===== config.mk =====
export PLATFORM = sky130hd
export DESIGN_NAME = rectifier_sector_duty_modulator_core
export DESIGN_NICKNAME = d
export VERILOG_FILES = /design/src/rtl/rsdm_pkg.sv /design/src/rtl/rsdm_front.sv /design/src/rtl/rsdm_mul.sv /design/src/rtl/rsdm_div_cell.sv /design/src/rtl/rsdm_back.sv /design/src/rtl/rectifier_sector_duty_modulator_core.sv
export VERILOG_INCLUDE_DIRS = /design/src /design/src/rtl
export SDC_FILE = /design/constraint.sdc
export NUM_CORES = 2
export LEC_CHECK = 0
export BUFFER_PORTS_ARGS = -buffer_cell sky130_fd_sc_hd__buf_4
export CAP_MARGIN = 20
export CORE_MARGIN = 4
export CORE_UTILIZATION = 63
export DETAILED_ROUTE_END_ITERATION = 12
export PLACE_DENSITY_LB_ADDON = 0.3
export SLEW_MARGIN = 20
export SYNTH_ARGS = -nofsm -noshare
export SYNTH_HDL_FRONTEND = slang
export SYNTH_SLANG_ARGS = --single-unit

===== constraint.sdc =====
create_clock -name clk_i -period 9.13 [get_ports clk_i]
set_input_delay 1.3695 -clock clk_i [delete_from_list [all_inputs] [get_ports clk_i]]
set_output_delay 1.3695 -clock clk_i [all_outputs]
set_load 0.01 [all_outputs]

===== src/rtl/rectifier_sector_duty_modulator_core_defines.svh =====
// ---------------------------------------------------------------------------
// Rectifier sector duty modulator: assertion macros
// Clocked assertion helpers shared by the RTL. Define ASSERT_OFF to drop them.
// ---------------------------------------------------------------------------
`ifndef RECTIFIER_SECTOR_DUTY_MODULATOR_CORE_DEFINES_SVH
`define RECTIFIER_SECTOR_DUTY_MODULATOR_CORE_DEFINES_SVH

`ifndef ASSERT_OFF
// property must hold at every clock edge outside reset
`define RSDM_ASSERT(lbl, clk, rst_n, prop, msg) \
  lbl: assert property (@(posedge clk) disable iff (!rst_n) prop) else $error(msg);
// condition must never be seen at a clock edge outside reset
`define RSDM_ASSERT_NEVER(lbl, clk, rst_n, cond, msg) \
  lbl: assert property (@(posedge clk) disable iff (!rst_n) !(cond)) else $error(msg);
`else
`define RSDM_ASSERT(lbl, clk, rst_n, prop, msg)
`define RSDM_ASSERT_NEVER(lbl, clk, rst_n, cond, msg)
`endif

`endif


===== src/rtl/rsdm_pkg.sv =====
// ---------------------------------------------------------------------------
// rsdm_pkg
// Widths, sector codes and pipeline item types of the sector duty modulator.
// ---------------------------------------------------------------------------
`default_nettype none

package rsdm_pkg;

  // field widths
  localparam int VOLTAGE_BITS = 16;
  localparam int PERIOD_W     = 16;
  localparam int DUTY_W       = PERIOD_W;
  localparam int CMP_W        = 16;
  localparam int NUM_CMP      = 6;
  localparam int SECTOR_W     = 3;
  localparam int MASK_W       = 6;

  // internal arithmetic: c = -a-b needs two extra bits, its magnitude one
  localparam int SUM_W  = VOLTAGE_BITS + 2;
  localparam int MAG_W  = VOLTAGE_BITS + 1;
  localparam int PROD_W = MAG_W + PERIOD_W;

  // stream packing
  localparam int IN_FIELD_W   = 2 * VOLTAGE_BITS;
  localparam int IN_TDATA_W   = ((IN_FIELD_W + 7) / 8) * 8;
  localparam int OUT_FIELD_W  = SECTOR_W + DUTY_W + NUM_CMP * CMP_W + MASK_W;
  localparam int OUT_TDATA_W  = ((OUT_FIELD_W + 7) / 8) * 8;

  // register port
  localparam int APB_DATA_W = 32;
  localparam int PADDR_W    = 3;
  localparam logic [0:0] REG_PERIOD_IDX = 1'b0;
  localparam logic [PERIOD_W-1:0] PERIOD_RESET = PERIOD_W'(7500);

  // compare slot order A1, B1, A2, B2, A3, B3
  localparam int SLOT_W = 3;
  localparam logic [SLOT_W-1:0] SLOT_A1 = 3'd0;
  localparam logic [SLOT_W-1:0] SLOT_B1 = 3'd1;
  localparam logic [SLOT_W-1:0] SLOT_A2 = 3'd2;
  localparam logic [SLOT_W-1:0] SLOT_B2 = 3'd3;
  localparam logic [SLOT_W-1:0] SLOT_A3 = 3'd4;
  localparam logic [SLOT_W-1:0] SLOT_B3 = 3'd5;

  typedef enum logic [SECTOR_W-1:0] {
    SECTOR_1 = 3'd1,
    SECTOR_2 = 3'd2,
    SECTOR_3 = 3'd3,
    SECTOR_4 = 3'd4,
    SECTOR_5 = 3'd5,
    SECTOR_6 = 3'd6
  } sector_e;

  // after sector decode
  typedef struct packed {
    sector_e            sector;
    logic [MAG_W-1:0]   num;
    logic [MAG_W-1:0]   den;
  } front_item_t;

  // travels down the divider chain
  typedef struct packed {
    sector_e             sector;
    logic                den_zero;
    logic                sat;
    logic [PROD_W-1:0]   dd;
    logic [PROD_W-1:0]   rem;
    logic [DUTY_W-1:0]   quot;
  } div_item_t;

endpackage

`default_nettype wire


===== src/rtl/rsdm_front.sv =====
// ---------------------------------------------------------------------------
// rsdm_front
// Derives phase c, picks the sector and the numerator/denominator magnitudes.
// ---------------------------------------------------------------------------
`default_nettype none

module rsdm_front (
  input  wire logic                                      clk_i,
  input  wire logic                                      rst_ni,
  input  wire logic                                      valid_i,
  output logic                                           ready_o,
  input  wire logic signed [rsdm_pkg::VOLTAGE_BITS-1:0]  a_i,
  input  wire logic signed [rsdm_pkg::VOLTAGE_BITS-1:0]  b_i,
  output logic                                           valid_o,
  input  wire logic                                      ready_i,
  output rsdm_pkg::front_item_t                          item_o
);

  function automatic logic [rsdm_pkg::MAG_W-1:0] mag_of(
    input logic signed [rsdm_pkg::SUM_W-1:0] x
  );
    logic signed [rsdm_pkg::SUM_W-1:0] n;
    n = x[rsdm_pkg::SUM_W-1] ? -x : x;
    return n[rsdm_pkg::MAG_W-1:0];
  endfunction

  logic signed [rsdm_pkg::SUM_W-1:0] a_ext, b_ext, c_ext;
  logic [rsdm_pkg::MAG_W-1:0]        a_mag, b_mag, c_mag;
  logic                              sa, sb, sc;
  rsdm_pkg::front_item_t             item_d, item_q;
  logic                              valid_q;
  logic                              load;

  // phase c and sign flags (1 when >= 0)
  always_comb begin
    a_ext = rsdm_pkg::SUM_W'(a_i);
    b_ext = rsdm_pkg::SUM_W'(b_i);
    c_ext = -a_ext - b_ext;
    sa    = ~a_ext[rsdm_pkg::SUM_W-1];
    sb    = ~b_ext[rsdm_pkg::SUM_W-1];
    sc    = ~c_ext[rsdm_pkg::SUM_W-1];
    a_mag = mag_of(a_ext);
    b_mag = mag_of(b_ext);
    c_mag = mag_of(c_ext);
  end

  // sector decode and ratio selection
  always_comb begin
    if (sa && !sb && !sc)       item_d.sector = rsdm_pkg::SECTOR_1;
    else if (sa && sb && !sc)   item_d.sector = rsdm_pkg::SECTOR_2;
    else if (!sa && sb && !sc)  item_d.sector = rsdm_pkg::SECTOR_3;
    else if (!sa && sb && sc)   item_d.sector = rsdm_pkg::SECTOR_4;
    else if (!sa && !sb && sc)  item_d.sector = rsdm_pkg::SECTOR_5;
    else                        item_d.sector = rsdm_pkg::SECTOR_6;

    case (item_d.sector)
      rsdm_pkg::SECTOR_1: begin
        item_d.num = b_mag;
        item_d.den = a_mag;
      end
      rsdm_pkg::SECTOR_2: begin
        item_d.num = b_mag;
        item_d.den = c_mag;
      end
      rsdm_pkg::SECTOR_3: begin
        item_d.num = c_mag;
        item_d.den = b_mag;
      end
      rsdm_pkg::SECTOR_4: begin
        item_d.num = c_mag;
        item_d.den = a_mag;
      end
      rsdm_pkg::SECTOR_5: begin
        item_d.num = a_mag;
        item_d.den = c_mag;
      end
      default: begin
        item_d.num = a_mag;
        item_d.den = b_mag;
      end
    endcase
  end

  assign ready_o = !valid_q || ready_i;
  assign load    = valid_i && ready_o;

  always_ff @(posedge clk_i or negedge rst_ni) begin
    if (!rst_ni) begin
      valid_q <= 1'b0;
    end else if (ready_o) begin
      valid_q <= valid_i;
    end
  end

  always_ff @(posedge clk_i) begin
    if (load) begin
      item_q <= item_d;
    end
  end

  assign valid_o = valid_q;
  assign item_o  = item_q;

endmodule

`default_nettype wire


===== src/rtl/rsdm_mul.sv =====
// ---------------------------------------------------------------------------
// rsdm_mul
// Scales the numerator by the period and aligns the divisor for the chain.
// ---------------------------------------------------------------------------
`default_nettype none

module rsdm_mul (
  input  wire logic                             clk_i,
  input  wire logic                             rst_ni,
  input  wire logic [rsdm_pkg::PERIOD_W-1:0]    period_i,
  input  wire logic                             valid_i,
  output logic                                  ready_o,
  input  wire rsdm_pkg::front_item_t            item_i,
  output logic                                  valid_o,
  input  wire logic                             ready_i,
  output rsdm_pkg::div_item_t                   item_o
);

  rsdm_pkg::div_item_t item_d, item_q;
  logic                valid_q;
  logic                load;

  // num >= den means the quotient reaches the period: saturate
  always_comb begin
    item_d.sector   = item_i.sector;
    item_d.den_zero = (item_i.den == '0);
    item_d.sat      = (item_i.num >= item_i.den);
    item_d.dd       = {item_i.den, {rsdm_pkg::PERIOD_W{1'b0}}};
    item_d.rem      = rsdm_pkg::PROD_W'(item_i.num) * rsdm_pkg::PROD_W'(period_i);
    item_d.quot     = '0;
  end

  assign ready_o = !valid_q || ready_i;
  assign load    = valid_i && ready_o;

  always_ff @(posedge clk_i or negedge rst_ni) begin
    if (!rst_ni) begin
      valid_q <= 1'b0;
    end else if (ready_o) begin
      valid_q <= valid_i;
    end
  end

  always_ff @(posedge clk_i) begin
    if (load) begin
      item_q <= item_d;
    end
  end

  assign valid_o = valid_q;
  assign item_o  = item_q;

endmodule

`default_nettype wire


===== src/rtl/rsdm_div_cell.sv =====
// ---------------------------------------------------------------------------
// rsdm_div_cell
// One restoring division step: doubles the remainder, yields one quotient bit.
// ---------------------------------------------------------------------------
`default_nettype none

module rsdm_div_cell (
  input  wire logic                   clk_i,
  input  wire logic                   rst_ni,
  input  wire logic                   valid_i,
  output logic                        ready_o,
  input  wire rsdm_pkg::div_item_t    item_i,
  output logic                        valid_o,
  input  wire logic                   ready_i,
  output rsdm_pkg::div_item_t         item_o
);

  rsdm_pkg::div_item_t           item_d, item_q;
  logic [rsdm_pkg::PROD_W-1:0]   dbl;
  logic                          bit_set;
  logic                          valid_q;
  logic                          load;

  // remainder stays below dd, so doubling it never overflows
  always_comb begin
    item_d      = item_i;
    dbl         = {item_i.rem[rsdm_pkg::PROD_W-2:0], 1'b0};
    bit_set     = (dbl >= item_i.dd);
    item_d.rem  = bit_set ? (dbl - item_i.dd) : dbl;
    item_d.quot = {item_i.quot[rsdm_pkg::DUTY_W-2:0], bit_set};
  end

  assign ready_o = !valid_q || ready_i;
  assign load    = valid_i && ready_o;

  always_ff @(posedge clk_i or negedge rst_ni) begin
    if (!rst_ni) begin
      valid_q <= 1'b0;
    end else if (ready_o) begin
      valid_q <= valid_i;
    end
  end

  always_ff @(posedge clk_i) begin
    if (load) begin
      item_q <= item_d;
    end
  end

  assign valid_o = valid_q;
  assign item_o  = item_q;

endmodule

`default_nettype wire


===== src/rtl/rsdm_back.sv =====
// ---------------------------------------------------------------------------
// rsdm_back
// Final duty, compare routing and force-set mask; holds the output register.
// ---------------------------------------------------------------------------
`default_nettype none

module rsdm_back (
  input  wire logic                                  clk_i,
  input  wire logic                                  rst_ni,
  input  wire logic [rsdm_pkg::PERIOD_W-1:0]         period_i,
  input  wire logic                                  valid_i,
  output logic                                       ready_o,
  input  wire rsdm_pkg::div_item_t                   item_i,
  output logic                                       valid_o,
  input  wire logic                                  ready_i,
  output logic [rsdm_pkg::OUT_TDATA_W-1:0]           tdata_o
);

  // force-set pairs
  localparam logic [rsdm_pkg::MASK_W-1:0] MASK_1A2B = 6'h09;
  localparam logic [rsdm_pkg::MASK_W-1:0] MASK_2A3B = 6'h24;
  localparam logic [rsdm_pkg::MASK_W-1:0] MASK_1B3A = 6'h12;

  localparam int PAD_W = rsdm_pkg::OUT_TDATA_W - rsdm_pkg::OUT_FIELD_W;

  logic [rsdm_pkg::DUTY_W-1:0]    duty;
  logic [rsdm_pkg::CMP_W-1:0]     comp, dflt;
  logic [rsdm_pkg::CMP_W-1:0]     cmp [rsdm_pkg::NUM_CMP];
  logic [rsdm_pkg::SLOT_W-1:0]    duty_slot, comp_slot;
  logic [rsdm_pkg::MASK_W-1:0]    mask;
  logic [rsdm_pkg::OUT_TDATA_W-1:0] tdata_d, tdata_q;
  logic                           valid_q;
  logic                           load;

  // duty: zero divisor wins, then saturation at the period
  always_comb begin
    if (item_i.den_zero)   duty = '0;
    else if (item_i.sat)   duty = period_i;
    else                   duty = item_i.quot;
    comp = period_i - duty + rsdm_pkg::CMP_W'(1);
    dflt = period_i + rsdm_pkg::CMP_W'(1);
  end

  // per-sector routing
  always_comb begin
    case (item_i.sector)
      rsdm_pkg::SECTOR_1: begin
        duty_slot = rsdm_pkg::SLOT_B2;
        comp_slot = rsdm_pkg::SLOT_B3;
        mask      = MASK_1A2B;
      end
      rsdm_pkg::SECTOR_2: begin
        duty_slot = rsdm_pkg::SLOT_A2;
        comp_slot = rsdm_pkg::SLOT_A1;
        mask      = MASK_2A3B;
      end
      rsdm_pkg::SECTOR_3: begin
        duty_slot = rsdm_pkg::SLOT_B3;
        comp_slot = rsdm_pkg::SLOT_B1;
        mask      = MASK_2A3B;
      end
      rsdm_pkg::SECTOR_4: begin
        duty_slot = rsdm_pkg::SLOT_A3;
        comp_slot = rsdm_pkg::SLOT_A2;
        mask      = MASK_1B3A;
      end
      rsdm_pkg::SECTOR_5: begin
        duty_slot = rsdm_pkg::SLOT_B1;
        comp_slot = rsdm_pkg::SLOT_B2;
        mask      = MASK_1B3A;
      end
      default: begin
        duty_slot = rsdm_pkg::SLOT_A1;
        comp_slot = rsdm_pkg::SLOT_A3;
        mask      = MASK_1A2B;
      end
    endcase

    for (int i = 0; i < rsdm_pkg::NUM_CMP; i++) begin
      cmp[i] = dflt;
    end
    cmp[duty_slot] = duty;
    cmp[comp_slot] = comp;

    tdata_d = {{PAD_W{1'b0}}, mask,
               cmp[rsdm_pkg::SLOT_B3], cmp[rsdm_pkg::SLOT_A3], cmp[rsdm_pkg::SLOT_B2],
               cmp[rsdm_pkg::SLOT_A2], cmp[rsdm_pkg::SLOT_B1], cmp[rsdm_pkg::SLOT_A1],
               duty, item_i.sector};
  end

  assign ready_o = !valid_q || ready_i;
  assign load    = valid_i && ready_o;

  always_ff @(posedge clk_i or negedge rst_ni) begin
    if (!rst_ni) begin
      valid_q <= 1'b0;
    end else if (ready_o) begin
      valid_q <= valid_i;
    end
  end

  always_ff @(posedge clk_i) begin
    if (load) begin
      tdata_q <= tdata_d;
    end
  end

  assign valid_o = valid_q;
  assign tdata_o = tdata_q;

endmodule

`default_nettype wire


===== src/rtl/rectifier_sector_duty_modulator_core.sv =====
// ---------------------------------------------------------------------------
// rectifier_sector_duty_modulator_core
// Sector selection and duty/compare generation for a current-source rectifier
// modulator. Each request of two phase voltages yields one result. The stages are
// sector decode, period multiply, a chain of 16 division cells (one quotient bit
// each) and the output register. A new request is taken every clock unless the
// output stalls; each stage has its own valid bit and hand-off, so a stalled
// result holds only the stages behind it that are full. The period register is
// read live by the multiply and output stages and must only change while idle.
// ---------------------------------------------------------------------------
`default_nettype none

`include "rectifier_sector_duty_modulator_core_defines.svh"

module rectifier_sector_duty_modulator_core (
  input  wire logic                                clk_i,
  input  wire logic                                rst_ni,
  // register port
  input  wire logic                                psel,
  input  wire logic                                penable,
  input  wire logic                                pwrite,
  input  wire logic [rsdm_pkg::PADDR_W-1:0]        paddr,
  input  wire logic [rsdm_pkg::APB_DATA_W-1:0]     pwdata,
  output logic [rsdm_pkg::APB_DATA_W-1:0]          prdata,
  output logic                                     pready,
  // input stream
  input  wire logic                                s_axis_tvalid,
  output logic                                     s_axis_tready,
  // [15:0] phase_a_voltage, [31:16] phase_b_voltage
  input  wire logic [rsdm_pkg::IN_TDATA_W-1:0]     s_axis_tdata,
  // output stream
  output logic                                     m_axis_tvalid,
  input  wire logic                                m_axis_tready,
  // [2:0] sector, [18:3] duty_ticks, [34:19] cmp_a1, [50:35] cmp_b1,
  // [66:51] cmp_a2, [82:67] cmp_b2, [98:83] cmp_a3, [114:99] cmp_b3,
  // [120:115] force_set_mask, [127:121] zero
  output logic [rsdm_pkg::OUT_TDATA_W-1:0]         m_axis_tdata
);

  localparam int VB = rsdm_pkg::VOLTAGE_BITS;
  localparam int NCELL = rsdm_pkg::PERIOD_W;

  logic [rsdm_pkg::PERIOD_W-1:0] period_q;
  logic                          reg_hit;
  logic                          reg_wr;

  logic                          fr_valid, fr_ready;
  rsdm_pkg::front_item_t         fr_item;

  logic                          cell_valid [NCELL+1];
  logic                          cell_ready [NCELL+1];
  rsdm_pkg::div_item_t           cell_item  [NCELL+1];

  // register port: single period register
  assign reg_hit = (paddr[rsdm_pkg::PADDR_W-1:2] == rsdm_pkg::REG_PERIOD_IDX);
  assign reg_wr  = psel && penable && pwrite && pready;
  assign pready  = 1'b1;
  assign prdata  = reg_hit ? rsdm_pkg::APB_DATA_W'(period_q) : '0;

  always_ff @(posedge clk_i or negedge rst_ni) begin
    if (!rst_ni) begin
      period_q <= rsdm_pkg::PERIOD_RESET;
    end else if (reg_wr && reg_hit) begin
      period_q <= pwdata[rsdm_pkg::PERIOD_W-1:0];
    end
  end

  // sector decode
  rsdm_front u_front (
    .clk_i   (clk_i),
    .rst_ni  (rst_ni),
    .valid_i (s_axis_tvalid),
    .ready_o (s_axis_tready),
    .a_i     (s_axis_tdata[VB-1:0]),
    .b_i     (s_axis_tdata[2*VB-1:VB]),
    .valid_o (fr_valid),
    .ready_i (fr_ready),
    .item_o  (fr_item)
  );

  // period scaling
  rsdm_mul u_mul (
    .clk_i    (clk_i),
    .rst_ni   (rst_ni),
    .period_i (period_q),
    .valid_i  (fr_valid),
    .ready_o  (fr_ready),
    .item_i   (fr_item),
    .valid_o  (cell_valid[0]),
    .ready_i  (cell_ready[0]),
    .item_o   (cell_item[0])
  );

  // division chain, most significant quotient bit first
  for (genvar gi = 0; gi < NCELL; gi++) begin : g_cell
    rsdm_div_cell u_cell (
      .clk_i   (clk_i),
      .rst_ni  (rst_ni),
      .valid_i (cell_valid[gi]),
      .ready_o (cell_ready[gi]),
      .item_i  (cell_item[gi]),
      .valid_o (cell_valid[gi+1]),
      .ready_i (cell_ready[gi+1]),
      .item_o  (cell_item[gi+1])
    );
  end

  // routing and output register
  rsdm_back u_back (
    .clk_i    (clk_i),
    .rst_ni   (rst_ni),
    .period_i (period_q),
    .valid_i  (cell_valid[NCELL]),
    .ready_o  (cell_ready[NCELL]),
    .item_i   (cell_item[NCELL]),
    .valid_o  (m_axis_tvalid),
    .ready_i  (m_axis_tready),
    .tdata_o  (m_axis_tdata)
  );

  // checks on the result
  `RSDM_ASSERT(a_sector_range, clk_i, rst_ni, m_axis_tvalid |-> (m_axis_tdata[2:0] >= 3'd1 && m_axis_tdata[2:0] <= 3'd6), "sector out of range")
  `RSDM_ASSERT(a_mask_pair, clk_i, rst_ni, m_axis_tvalid |-> ($countones(m_axis_tdata[120:115]) == 2), "force-set mask is not a pair")
  `RSDM_ASSERT_NEVER(a_duty_sat, clk_i, rst_ni, m_axis_tvalid && (m_axis_tdata[18:3] > period_q), "duty above period")

endmodule

`default_nettype wire


## After elaboration in Yosys (flattened, before gate mapping)

Cells that the tools add are included.

- $lt $le $gt $ge: 21
- Multipliers: 1
- Muxes and demuxes: 36
- Reductions and logical operators: 74
- Equal/unequal tests: 10
- $add $sub $neg: 22
- Bitwise logic cells: 6

Operators by type and width:

| cell | count |
|---|---|
| greater-or-equal comparator 33 bit | 16 |
| two-way mux 32 bit | 15 |
| subtractor 32 bit | 15 |
| bitwise mux 96 bit | 2 |
| one-hot mux 34 bit (5 select lines) | 1 |
| demux 16 bit (select 3 bit) | 2 |
| two-way mux 16 bit | 5 |
| two-way mux 17 bit | 3 |
| logical AND 1 bit | 33 |
| adder 16 x 1 -> 16 bit, second input constant | 2 |
| multiplier 17 x 16 -> 32 bit | 1 |
| one-hot mux 3 bit (5 select lines) | 2 |
| zero test 1 bit | 19 |
| logical OR 1 bit | 19 |
| negation 16 -> 18 bit | 1 |
| subtractor 18 x 16 -> 18 bit | 1 |
| greater-or-equal comparator 17 bit | 1 |
| zero test 17 bit | 1 |
| negation 16 -> 17 bit | 1 |
| negation 17 bit | 1 |
| subtractor 16 bit | 1 |
| == test 3 x 2 -> 1 bit, second input constant | 4 |
| == test 3 bit, second input constant | 4 |
| two-way mux 3 bit | 4 |
| 8 further kinds | 16 |

- Flip-flop bits (word level): 1198
- Logic and storage cells: 308
- Output and inout port bits: 163
- Input bits: 74

## Logic depth before layout (Yosys ltp)

- Depth after elaboration: 21
- Gate-level depth with buffers: 27
- Gate-level depth less buffers: 24

## Hierarchy

Synthesis repeated with hierarchy kept, for this count alone.

- Cell total of the unflattened synthesis: 10148
- Area, all modules: 105012.0 sq um

By module, submodules not included:

| module | cells an instance | sequential area each (sq um) | area each (sq um) | instances |
|---|---|---|---|---|
| rsdm_div_cell at g_cell[0].u_cell ... | 476 | 2637.5 | 4999.8 | 9 |
| rsdm_div_cell at g_cell[4].u_cell ... | 470 | 2637.5 | 5124.9 | 6 |
| rsdm_mul | 1202 | 1676.6 | 11579.9 | 1 |
| rsdm_back | 707 | 3568.4 | 7019.2 | 1 |
| rsdm_div_cell at g_cell[3].u_cell | 473 | 2637.5 | 5036.1 | 1 |
| rsdm_front | 592 | 1136.1 | 4720.8 | 1 |
| rectifier_sector_duty_modulator_core | 70 | 409.1 | 908.4 | 1 |

## Worst setup path before layout

OpenSTA, ideal clock, no wires.

- Path kind: input to register
- Start point: in m_axis_tready
- End point: reg u_back.tdata_q (netlist bit u_back.tdata_o[0]), enable pin
- Library setup time: 0.610 ns
- Required time: 8.520 ns
- Stages: 2
- Arrival: 6.670 ns
- Path slack: 1.849 ns
- Cells stage by stage: nor2b_1 > nor2b_1

- Longest elaborated chain between the ends: 2

RTL lines:

| what | line | RTL |
|---|---|---|
| start, declared | rectifier_sector_duty_modulator_core.sv:33 | `input wire logic m_axis_tready,` |
| logical OR 1 bit | rsdm_back.sv:91 | `assign ready_o = !valid_q \|\| ready_i;` |
| logical AND 1 bit | rsdm_back.sv:92 | `assign load = valid_i && ready_o;` |
| named net u_back.load | rsdm_back.sv:33 | `logic load;` |
| end signal, assigned | rsdm_back.sv:104 | `tdata_q <= tdata_d;` |
| end, declared | rsdm_back.sv:31 | `logic [rsdm_pkg::OUT_TDATA_W-1:0] tdata_d, tdata_q;` |

The timed path passes the listed nets, and every way through them passes these cells.
A chain may end at the register's enable or synchronous reset.

==> results_dict.tcl <==
set metrics [dict create \
    status "finished clean" \
    area_growth_pct 10.6 \
    antenna_cells 0 \
    synth.distinct_cells 90 \
    drt_iter0_drc 4127 \
    fin_crit_sh 0.830 \
    setup_tns_ps 0 \
    cts_buffer_depth 3 \
    yosysSeqAreaShare 0.505 \
    setup_violations 0 \
    place_congestion 0.904 \
    relSlewSlack 0.214 \
    holdBufCountCts 0 \
    async_flop_share 0.0326 \
    reg2reg_depth 20 \
    postCtsSetupBuffers 0 \
    nets 6407 \
    cts_made_buffers 107 \
    critPathMaxFanout 22 \
    dieWidth_um 326 \
    std_cell_rows 116 \
    dieArea_um2 106000 \
    viasPerCell 6.00 \
    synthFlopType "edfxtp_1" \
    grt_use_total 0.269 \
    grt_pass1_wl_mm 229 \
    grt_pass1_vias 42700 \
    grt_max_degree 67 \
    hold_class "reg2reg" \
    numPortBuffers 194 \
    cts-resized-gates 0 \
    postRouteAntennaNets 0 \
    cts_root_buf "clkbuf_16" \
    startpoint_type "register" \
    max_freq_mhz 132 \
    start_util 0.635 \
    skew_ps 56.5 \
    drtPass1Iterations 6 \
    slew_viol_final 0 \
    worstSetupPathType "reg2reg" \
    postLayoutCoreUtil 0.702 \
    crit_required_ps 9570 \
    io_pins 237 \
    core_um2 100000 \
    htreeDepth 3 \
    synth_edf_count 1040 \
    worstMarginPinSlew_ps 1180 \
    clkLatencyLatePin_ps 720 \
    min_period_ps 7580 \
    holdWs_ps 395 \
    cts_tree "done" \
    drt-total-wl_mm 144 \
    syn_avg_cell_area_um2 11.6 \
    rsz0062_at_grt "no" \
    antenna_found_initial 0 \
    drive_above_1_share 0.118 \
    whs_path_depth 0 \
    ys_warn_count 0 \
    wire_per_inst_um 20.5 \
    hold_viol_final 0 \
    ys_ff_latch 1075 \
    crit_path_end_kind "register" \
    synth_cells 5480 \
    maxCapViolCount 0 \
    synth_area_um2 63600 \
    overflow 0 \
    die_h_um 326 \
    vias 42300 \
    numClockSinks 1075 \
    drc_errors 0 \
    clkTransAtPathRegs_ps 60 \
    cp.arrival_ps 8010 \
    dp_hpwl_mm 104 \
]
-- worst paths after layout --
| kind | from | end | slack [ps] |
|---|---|---|---|
| setup / recovery | period_q[15] | u_mul.item_o[47] | 1550 |
| hold / removal | g_cell[8].u_cell.item_o[85] | g_cell[9].u_cell.item_o[85] | 390 |
| setup reg to reg | period_q[15] | u_mul.item_o[47] | 1550 |
| hold reg to reg | g_cell[8].u_cell.item_o[85] | g_cell[9].u_cell.item_o[85] | 390 |
| max in group asynchronous | rst_ni | g_cell[1].u_cell.valid_o | 8120 |
| min in group asynchronous | rst_ni | period_q[13] | 620 |
-- area by class of cell --
| class | count | area (um^2) |
|---|---|---|
| fill | 6738 | 29800 |
| inverter | 671 | 2520 |
| clock buffer | 130 | 2770 |
| sequential | 1075 | 32100 |
| timing repair buffer | 252 | 1890 |
| multi-input combinational | 3560 | 28300 |
| clock inverter | 69 | 1080 |
| tap | 1298 | 1620 |
-- state kept, by name (all words and copies together) (netlist names) --
| signal | cells |
|---|---|
| g_cell.u_cell.item_o | 831 |
| u_back.tdata_o | 118 |
| u_mul.item_o | 54 |
| u_front.item_o | 37 |
| g_cell.u_cell.valid_o | 16 |
| period_q | 16 |
| u_back.valid_o | 1 |
| u_front.valid_o | 1 |
| u_mul.valid_o | 1 |
-- through the flow --
step | worst slack [ps] | instances | area (um^2)
final | 1550 | 7055 | 70300
after global routing | 1080 | 7055 | 70300
after CTS | 1400 | 7054 | 70300
after detailed placement | 1390 | 6855 | 66500
after global placement | 1540 | 6855 | 66500
after floorplan | 1850 | 5502 | 63700
-- synthesized netlist by cell type, types with 16 or more instances --
cell type | instances | area, um^2
dfrtp_1 | 28 | 701
buf_4 | 29 | 218
o21a_1 | 39 | 293
a21o_1 | 93 | 698
a21boi_0 | 19 | 143
nand3_1 | 71 | 355
inv_1 | 671 | 2520
and2_1 | 153 | 957
nand2_1 | 410 | 1540
mux2_2 | 164 | 1850
edfxtp_1 | 1040 | 31200
clkbuf_1 | 148 | 556
a31oi_1 | 24 | 150
a211oi_1 | 25 | 188
nor3_1 | 86 | 430
or2_2 | 30 | 188
fa_1 | 224 | 4480
xnor2_1 | 197 | 1730
xor2_1 | 108 | 946
nand4b_1 | 16 | 140
o21bai_1 | 23 | 173
nand2b_1 | 55 | 344
a21oi_1 | 272 | 1360
nor2_1 | 340 | 1280
nor4_1 | 30 | 188
nand4_1 | 49 | 307
o211ai_1 | 56 | 420
nor2b_1 | 70 | 438
or3_1 | 36 | 225
ha_1 | 442 | 5530
mux2i_1 | 59 | 591
o21ai_0 | 220 | 1100
o31ai_1 | 20 | 150
-- layer usage --
metal / global-route usage / share of wire / up-vias
met5: 0 / 0 / -
met2: 0.479 / 0.51 / 1761
met4: 0.0988 / 0.036 / 0
met3: 0.0404 / 0.068 / 350
li1: - / - / 19700
met1: 0.334 / 0.38 / 20600
-- cells by family (layout without fill, tap and decap cells) --
kind of cell	Yosys count	count (layout)	share of synthesized area
xor+xnor	307	307	0.0425
simple gates	1408	1408	0.109
fa+ha+maj	666	666	0.158
compound gates	928	928	0.0931
other cells	2	24	0.000118
buf+inv	867	1122	0.0532
mux	227	227	0.0397
flops	1075	1075	0.505
-- layout by cell type (no fill, tap or decap), types with 14 or more instances in the layout --
cell       count
a21boi_0      19
nor4_1        30
clkbuf_16    107
nor2_1       340
nor3_1        84
a21oi_1      270
mux2i_1       59
or2_2         30
dfrtp_1       28
nand2_1      410
nand4b_1      16
o21ai_0      220
and2_1       144
o31ai_1       20
o21bai_1      23
a21o_1        93
xor2_1       108
conb_1        24
bufinv_16     22
nor2b_1       63
o211ai_1      56
clkinv_2      17
nor4b_1       14
o21a_1        39
nand3_1       71
buf_4        252
ha_1         442
edfxtp_1    1040
nand2b_1      55
mux2_2       164
nand4_1       49
inv_1        671
a31oi_1       22
a211oi_1      25
clkbuf_1      22
fa_1         224
or3_1         36
xnor2_1      196
-- worst max-delay path, stage by stage, from the launching register on --
cell	delay [ps]
dfrtp_1	1040
nand2_1	200
fa_1	550
fa_1	550
inv_1	60
fa_1	500
fa_1	550
fa_1	560
inv_1	60
fa_1	530
inv_1	40
ha_1	360
a21o_1	210
a21oi_1	180
o21bai_1	110
a2111oi_1	650
o41ai_1	170
or4_1	460
a31o_2	250
a21oi_1	160
xnor2_1	90
Power is left out: the tool's default activity adds up to more than one toggle a clock period on the data nets, which glitch-free logic cannot reach.
